===== config.mk =====
export PLATFORM = sky130hd
export DESIGN_NAME = irx_divider
export DESIGN_NICKNAME = d
export VERILOG_FILES = /design/src/rtl/core/irx_pkg.sv /design/src/rtl/core/irx_divider.sv
export SDC_FILE = /design/constraint.sdc
export NUM_CORES = 1
export LEC_CHECK = 0
export BUFFER_PORTS_ARGS = -buffer_cell sky130_fd_sc_hd__buf_4
export CAP_MARGIN = 15
export CORE_MARGIN = 1.5
export CORE_UTILIZATION = 49
export CTS_CLUSTER_DIAMETER = 120
export DETAILED_ROUTE_END_ITERATION = 8
export PLACE_DENSITY = 0.76
export SYNTH_ARGS = -nofsm -noshare
export SYNTH_HDL_FRONTEND = slang
export SYNTH_SLANG_ARGS = --single-unit

===== constraint.sdc =====
create_clock -name clk -period 3.1 [get_ports clk]
set_clock_uncertainty 0.2 [all_clocks]
set_input_delay 0.62 -clock clk [delete_from_list [all_inputs] [get_ports clk]]
set_output_delay 0.62 -clock clk [all_outputs]
set_load 0.01 [all_outputs]

===== src/rtl/core/irx_pkg.sv =====
// Shared types and constants for the IR instruction executor.
// Used by irx_divider and ir_instruction_executor_unit; no dependencies.
package irx_pkg;

  localparam int DATA_W    = 32;
  localparam int OP_W      = 5;
  localparam int KIND_W    = 2;
  localparam int IP_OUT_W  = 12;
  localparam int ERR_W     = 2;
  localparam int CNT_W     = 5;

  localparam int VAR_DEPTH_DEF     = 4096;
  localparam int TEMP_DEPTH_DEF    = 256;
  localparam int PROGRAM_DEPTH_DEF = 4096;

  // Opcodes
  localparam logic [OP_W-1:0] OP_NULL      = 5'd0;
  localparam logic [OP_W-1:0] OP_ALLOC     = 5'd1;
  localparam logic [OP_W-1:0] OP_DEALLOC   = 5'd2;
  localparam logic [OP_W-1:0] OP_ASSIGN    = 5'd3;
  localparam logic [OP_W-1:0] OP_ADD       = 5'd4;
  localparam logic [OP_W-1:0] OP_SUB       = 5'd5;
  localparam logic [OP_W-1:0] OP_MUL       = 5'd6;
  localparam logic [OP_W-1:0] OP_DIV       = 5'd7;
  localparam logic [OP_W-1:0] OP_AND       = 5'd8;
  localparam logic [OP_W-1:0] OP_OR        = 5'd9;
  localparam logic [OP_W-1:0] OP_LT        = 5'd10;
  localparam logic [OP_W-1:0] OP_GT        = 5'd11;
  localparam logic [OP_W-1:0] OP_EQ        = 5'd12;
  localparam logic [OP_W-1:0] OP_INPUT     = 5'd13;
  localparam logic [OP_W-1:0] OP_PRINT     = 5'd14;
  localparam logic [OP_W-1:0] OP_JUMP      = 5'd15;
  localparam logic [OP_W-1:0] OP_JUMPFALSE = 5'd16;
  localparam logic [OP_W-1:0] OP_END       = 5'd17;

  // Operand kinds; any other code reads as an immediate
  localparam logic [KIND_W-1:0] KIND_VAR  = 2'd0;
  localparam logic [KIND_W-1:0] KIND_TEMP = 2'd1;

  // Error codes
  localparam logic [ERR_W-1:0] ERR_NONE    = 2'd0;
  localparam logic [ERR_W-1:0] ERR_IMM_DST = 2'd1;
  localparam logic [ERR_W-1:0] ERR_DIV0    = 2'd2;

  typedef enum logic [3:0] {
    ST_IDLE,
    ST_SLOT,
    ST_IDXDIV,
    ST_USE,
    ST_RDW,
    ST_EXEC,
    ST_DIV,
    ST_WRITE,
    ST_DONE
  } state_t;

  typedef enum logic [1:0] {
    SLOT_A,
    SLOT_B,
    SLOT_C
  } slot_t;

  typedef enum logic [1:0] {
    TGT_NONE,
    TGT_VAR,
    TGT_TEMP,
    TGT_PROG
  } tgt_t;

  function automatic logic is_arith(input logic [OP_W-1:0] op);
    return (op >= OP_ADD) && (op <= OP_EQ);
  endfunction

  function automatic logic is_write_op(input logic [OP_W-1:0] op);
    return (op == OP_ASSIGN) || is_arith(op) || (op == OP_INPUT);
  endfunction

endpackage


===== src/rtl/core/irx_divider.sv =====
// Iterative restoring divider, unsigned 32 by 32, one quotient bit per cycle.
// Depends on irx_pkg for widths.
module irx_divider (
  input  logic                       clk,
  input  logic                       rst_n,
  input  logic                       start,
  input  logic [irx_pkg::DATA_W-1:0] dividend,
  input  logic [irx_pkg::DATA_W-1:0] divisor,
  output logic                       done,
  output logic [irx_pkg::DATA_W-1:0] quotient,
  output logic [irx_pkg::DATA_W-1:0] remainder
);

  localparam int W = irx_pkg::DATA_W;

  logic                       busy_r, busy_nxt;
  logic                       done_r, done_nxt;
  logic [irx_pkg::CNT_W-1:0]  cnt_r, cnt_nxt;
  logic [W-1:0]               rem_r, rem_nxt;
  logic [W-1:0]               quo_r, quo_nxt;
  logic [W-1:0]               den_r, den_nxt;
  logic [W:0]                 shifted;
  logic [W+1:0]               diff;
  logic                       ge;

  always_comb begin
    shifted = {rem_r, quo_r[W-1]};
    diff    = {1'b0, shifted} - {2'b00, den_r};
    ge      = ~diff[W+1];
  end

  always_comb begin
    busy_nxt = busy_r;
    done_nxt = 1'b0;
    cnt_nxt  = cnt_r;
    rem_nxt  = rem_r;
    quo_nxt  = quo_r;
    den_nxt  = den_r;
    if (start) begin
      busy_nxt = 1'b1;
      cnt_nxt  = '0;
      rem_nxt  = '0;
      quo_nxt  = dividend;
      den_nxt  = divisor;
    end else if (busy_r) begin
      rem_nxt = ge ? diff[W-1:0] : shifted[W-1:0];
      quo_nxt = {quo_r[W-2:0], ge};
      cnt_nxt = cnt_r + 1'b1;
      if (cnt_r == {irx_pkg::CNT_W{1'b1}}) begin
        busy_nxt = 1'b0;
        done_nxt = 1'b1;
      end
    end
  end

  always_ff @(posedge clk) begin
    if (!rst_n) begin
      busy_r <= 1'b0;
      done_r <= 1'b0;
      cnt_r  <= '0;
    end else begin
      busy_r <= busy_nxt;
      done_r <= done_nxt;
      cnt_r  <= cnt_nxt;
    end
  end

  always_ff @(posedge clk) begin
    rem_r <= rem_nxt;
    quo_r <= quo_nxt;
    den_r <= den_nxt;
  end

  assign done      = done_r;
  assign quotient  = quo_r;
  assign remainder = rem_r;

endmodule


# Yosys cells after proc, flatten, opt, wreduce, memory -nomap -nowiden
# Index checks and enable logic that the tools add are counted.
# op_classes
n_addsub	2
multipliers	0
n_div	0
magnitude_cmp	0
eq_ne	1
n_shift	0
mux	7
bitwise	3
n_reduce_logical	3
# op_table
cell	count
32-bit two-way mux	3
33-bit by 32-bit subtractor with 34-bit output	1
5-bit by 1-bit adder with 5-bit output, second input constant	1
5-bit == test, second input constant	1
1-bit two-way mux	4
1-bit NOT	3
3-bit OR reduction	1
2-bit nonzero test	1
2-bit OR reduction	1
# word_totals
register_bits	103
latch_bits	0
ramBits	0
rom_bits	0
in_bits	67
out_inout_bits	65
word_cells	22
mem_count	0

# Depth between registers and ports, before layout
# logic_depth
word_depth	4
mapped_depth	14
mapped_depth_nobuf	13

# Least setup slack after synthesis
# OpenSTA, ideal clock, no wires.
# synth_path
path_type	reg2reg
start	register quo_r[31], in the netlist quotient[31]
end	register rem_r[30], in the netlist remainder[30]
setup_time_ns	0.091
arrival_time_ns	2.903
required_ns	2.809
setup_slack_ns	-0.094
path_stages_with_launch	14
path_buffers	0
synth_period_minus_slack_ns	3.194
path_cell_list	edfxtp_1 > inv_1 > ha_1 > inv_1 > fa_1 > a21oi_1 > o211ai_1 > a211oi_1 > nor2_1 > a221oi_2 > o21ai_1 > a21o_1 > a211o_1 > a311oi_1
# synth_between
elab_chain_len	2
# synth_rtl
element	line_no	source
start, declared	irx_divider.sv:20	logic [W-1:0] quo_r, quo_nxt;
start signal, assigned	irx_divider.sv:70	quo_r <= quo_nxt;
33-bit by 32-bit subtractor with 34-bit output	irx_divider.sv:28	diff = {1'b0, shifted} - {2'b00, den_r};
32-bit two-way mux	irx_divider.sv:46	rem_nxt = ge ? diff[W-1:0] : shifted[W-1:0];
end signal, assigned	irx_divider.sv:69	rem_r <= rem_nxt;
end, declared	irx_divider.sv:19	logic [W-1:0] rem_r, rem_nxt;
# Every way passes these cells.
# A chain may end at the register's enable or synchronous reset.

# Final worst setup path
# Ends and elaborated chain as after synthesis.

==> run metrics <==
gr usage total=22.52%; number of global-route vias before repair=4,820; Fin. Hold Viols=0; initial antenna violation count=0; Area growth, synth to finish=31.97%; htree depth=3; Hold EP=den_r[11]; Core Area=0.01191 mm2; DRT Pass-1 Iters=4; initial core utilization=49.91%; fin crit share=99.81%; WP data arrival=3.17 ns; Crit Path Category=flop to flop; largest net degree at the start of global routing=just under 80; DRT antenna net count=0; Slew @ Worst Pin=0.7443 ns; post-DP HPWL=~10,000 um; reg-to-reg startpoint=quotient[31]; Placed Instance Area=0.007272 mm2; Leakage=0.003567 uW; die area=approximately 0.013 mm2; Inserted Diodes=0; CTS Hold Bufs=0; flop-to-flop setup slack=around 0.0058 ns; Hold Crit Class=input pin to flop; CTS tree=built; count of final setup violators=0; number of CTS-inserted buffers=9; Distinct cells, synth=a little under 60; max-cap check violation count=0; most common cell after layout, fill and taps aside=buf_4; RePlAce Congestion=roughly 0.86; Synth Instances=between 500 and 600; Clk Latency, worst-skew pair=0.36 ns; setup TNS=0 ns; Final Util=65.86%; first-pass GRT wire length=roughly 23,000 um; CTS root buffer=clkbuf_16; CP startpoint kind=flop; Pwr Density=between 500 and 600 mW/mm2; Seq/Total Area, Yosys=45.46%; synth warn=0; number of synthesized flops with an enable pin=64; total power=4102 uW; most frequent cells in the layout=buf_4, edfxtp_1, nor2_1; drt total wl=14,400 um; wire per inst=~16 um; share of cells above drive strength 1=36.76%; row cnt=40; total grt overflow=0; outcome=complete, no violations; Filler Cell Count=approximately 960; clock buffer depth=2; synthesized netlist net count=671; hold_sp=divisor[11]; Post-synth ARST share=0%; post-synth design cell area=between 0.005 and 0.006 mm2; IO Count=132; Fmax=0.3232 GHz; element type at the critical path end=flop; Rel. slew slack=50.38%; max-slew violations=0; unrepaired setup endpoints after global routing=true; WHS Path Cells=1; Port Buffers=131; min Tclk post-route=3.094 ns; fin area=0.007845 mm2; CP required=between 3 and 4 ns; Final Net Count=826; count of state elements after synthesis=103; Vias/cell=around 5.6; hold_ws=0.2263 ns; top_reg_cell synth=edfxtp_1; Reg2Reg Depth=13; overall die height=between 100 and 150 um; RR Endpoint=remainder[30]; drt drc=0; vias post-DR=4,875; crit-path max FO=3; Chip Width=113.1 um; VDD IR max=0.4619 mV; Num Clock Sinks=103; synthesized area per cell=10.45 um2; clk slew on worst S/H paths=0.08 ns; DRT iter0 DRCs=228
[layout make-up]
| cell class | count | area [um2] | area share [%] |
|---|---|---|---|
| multi-input cells | 393 | 3161 | 40.29 |
| clock inverters | 6 | 53.80 | 0.6858 |
| inverters | 41 | 153.9 | 1.962 |
| repair buffers | 176 | 1359 | 17.32 |
| well taps | 147 | 183.9 | 2.344 |
| flip-flops and latches | 103 | 2705 | 34.48 |
| clock buffers | 10 | 229.0 | 2.919 |
[kinds of logic (layout without fill, tap and decap cells)]
family                   Yosys count  after routing  synth area share (%)
XOR/XNOR                          26             26                 3.831
flip-flops                       103            103                 45.46
AND/OR/NAND/NOR                  136            136                 11.09
buffers and inverters             73            233                 5.241
adder cells (fa/ha/maj)           35             35                 7.493
AO/OA/AOI/OAI                    135            135                 15.93
multiplexers                      61             61                 10.94
[worst max path at each step]
| stage | endpoint | startpoint | slack, ns |
|---|---|---|---|
| 2_1_floorplan | remainder[30] | quotient[31] | 0.002 |
| 3_3_place_gp | remainder[28] | quotient[31] | -0.03 |
| 3_5_place_dp | remainder[28] | quotient[31] | -0.12 |
| 4_1_cts | remainder[30] | den_r[15] | 0.006 |
| 5_1_grt | remainder[30] | quotient[31] | -0.14 |
| 6_report | remainder[30] | quotient[31] | 0.006 |
[critical path, stage by stage, from the launching register on]
cell      delay, ns
edfxtp_1       0.41
inv_2          0.09
ha_4           0.13
inv_2          0.03
fa_2           0.36
a21oi_2        0.16
o211ai_1       0.16
a211oi_2       0.26
nor2_2         0.10
a221oi_2       0.30
o21ai_2        0.11
a21o_1         0.19
a211o_1        0.26
a311oi_2       0.24
[per-stage QoR]
step | setup slack, ns | std cells
floorplan | 0.002197 | 569
global placement | -0.03348 | 851
detailed placement | -0.1154 | 851
CTS | 0.005548 | 870
global route | -0.1377 | 876
finish | 0.005752 | 876
[metal layers]
metal	track usage (%)	vias to the layer above	wire length [um]
li1	-	2387	-
met1	27.53	2314	6111
met2	38.06	151	7148
met3	7.070	23	807
met4	7.167	0	329
met5	0	-	0
[power by group]
group / internal, uW / switching, uW
clock: 563 / 547
combinational: 657 / 651
sequential: 1590 / 91.0
total: 2810 / 1290
[registers in the layout (all words and copies together) (netlist names)]
register	flops
busy_r	1
cnt_r	5
den_r	32
done	1
quotient	32
remainder	32
[cell usage after synthesis (all sizes together), types with 2 or more instances]
| master | instances | area, um2 |
|---|---|---|
| xor2 | 9 | 78.83 |
| xnor2 | 17 | 148.9 |
| nor2b | 6 | 37.54 |
| nand2b | 10 | 62.56 |
| nand4 | 7 | 50.05 |
| edfxtp | 64 | 1922 |
| nor3b | 2 | 15.01 |
| mux2 | 32 | 360.3 |
| and3 | 3 | 18.77 |
| nand4b | 3 | 26.28 |
| dfxtp | 39 | 780.8 |
| o21ai | 15 | 75.07 |
| o221ai | 4 | 35.03 |
| a21oi | 33 | 172.7 |
| a31oi | 3 | 18.77 |
| inv | 41 | 153.9 |
| clkbuf | 20 | 75.07 |
| a221oi | 2 | 23.77 |
| ha | 34 | 425.4 |
| nand3 | 10 | 55.05 |
| buf | 12 | 82.58 |
| o21bai | 2 | 15.01 |
| o211ai | 7 | 52.55 |
| mux2i | 29 | 290.3 |
| a311oi | 4 | 47.55 |
| a21o | 22 | 165.2 |
| or2 | 4 | 25.03 |
| nor3 | 6 | 35.03 |
| a2111o | 2 | 22.52 |
| nor2 | 58 | 217.7 |
| a211oi | 29 | 217.7 |
| nand2 | 22 | 82.58 |
| o21a | 4 | 30.03 |
[timing repair]
| action | in CTS | in global routing |
|---|---|---|
| pin swaps | 4 | 23 |
| gates resized for setup | 5 | 31 |
| endpoints found under the setup margin | 5 | 31 |
| buffers inserted | 3 | 7 |
Power figures use the tool's default switching activity.
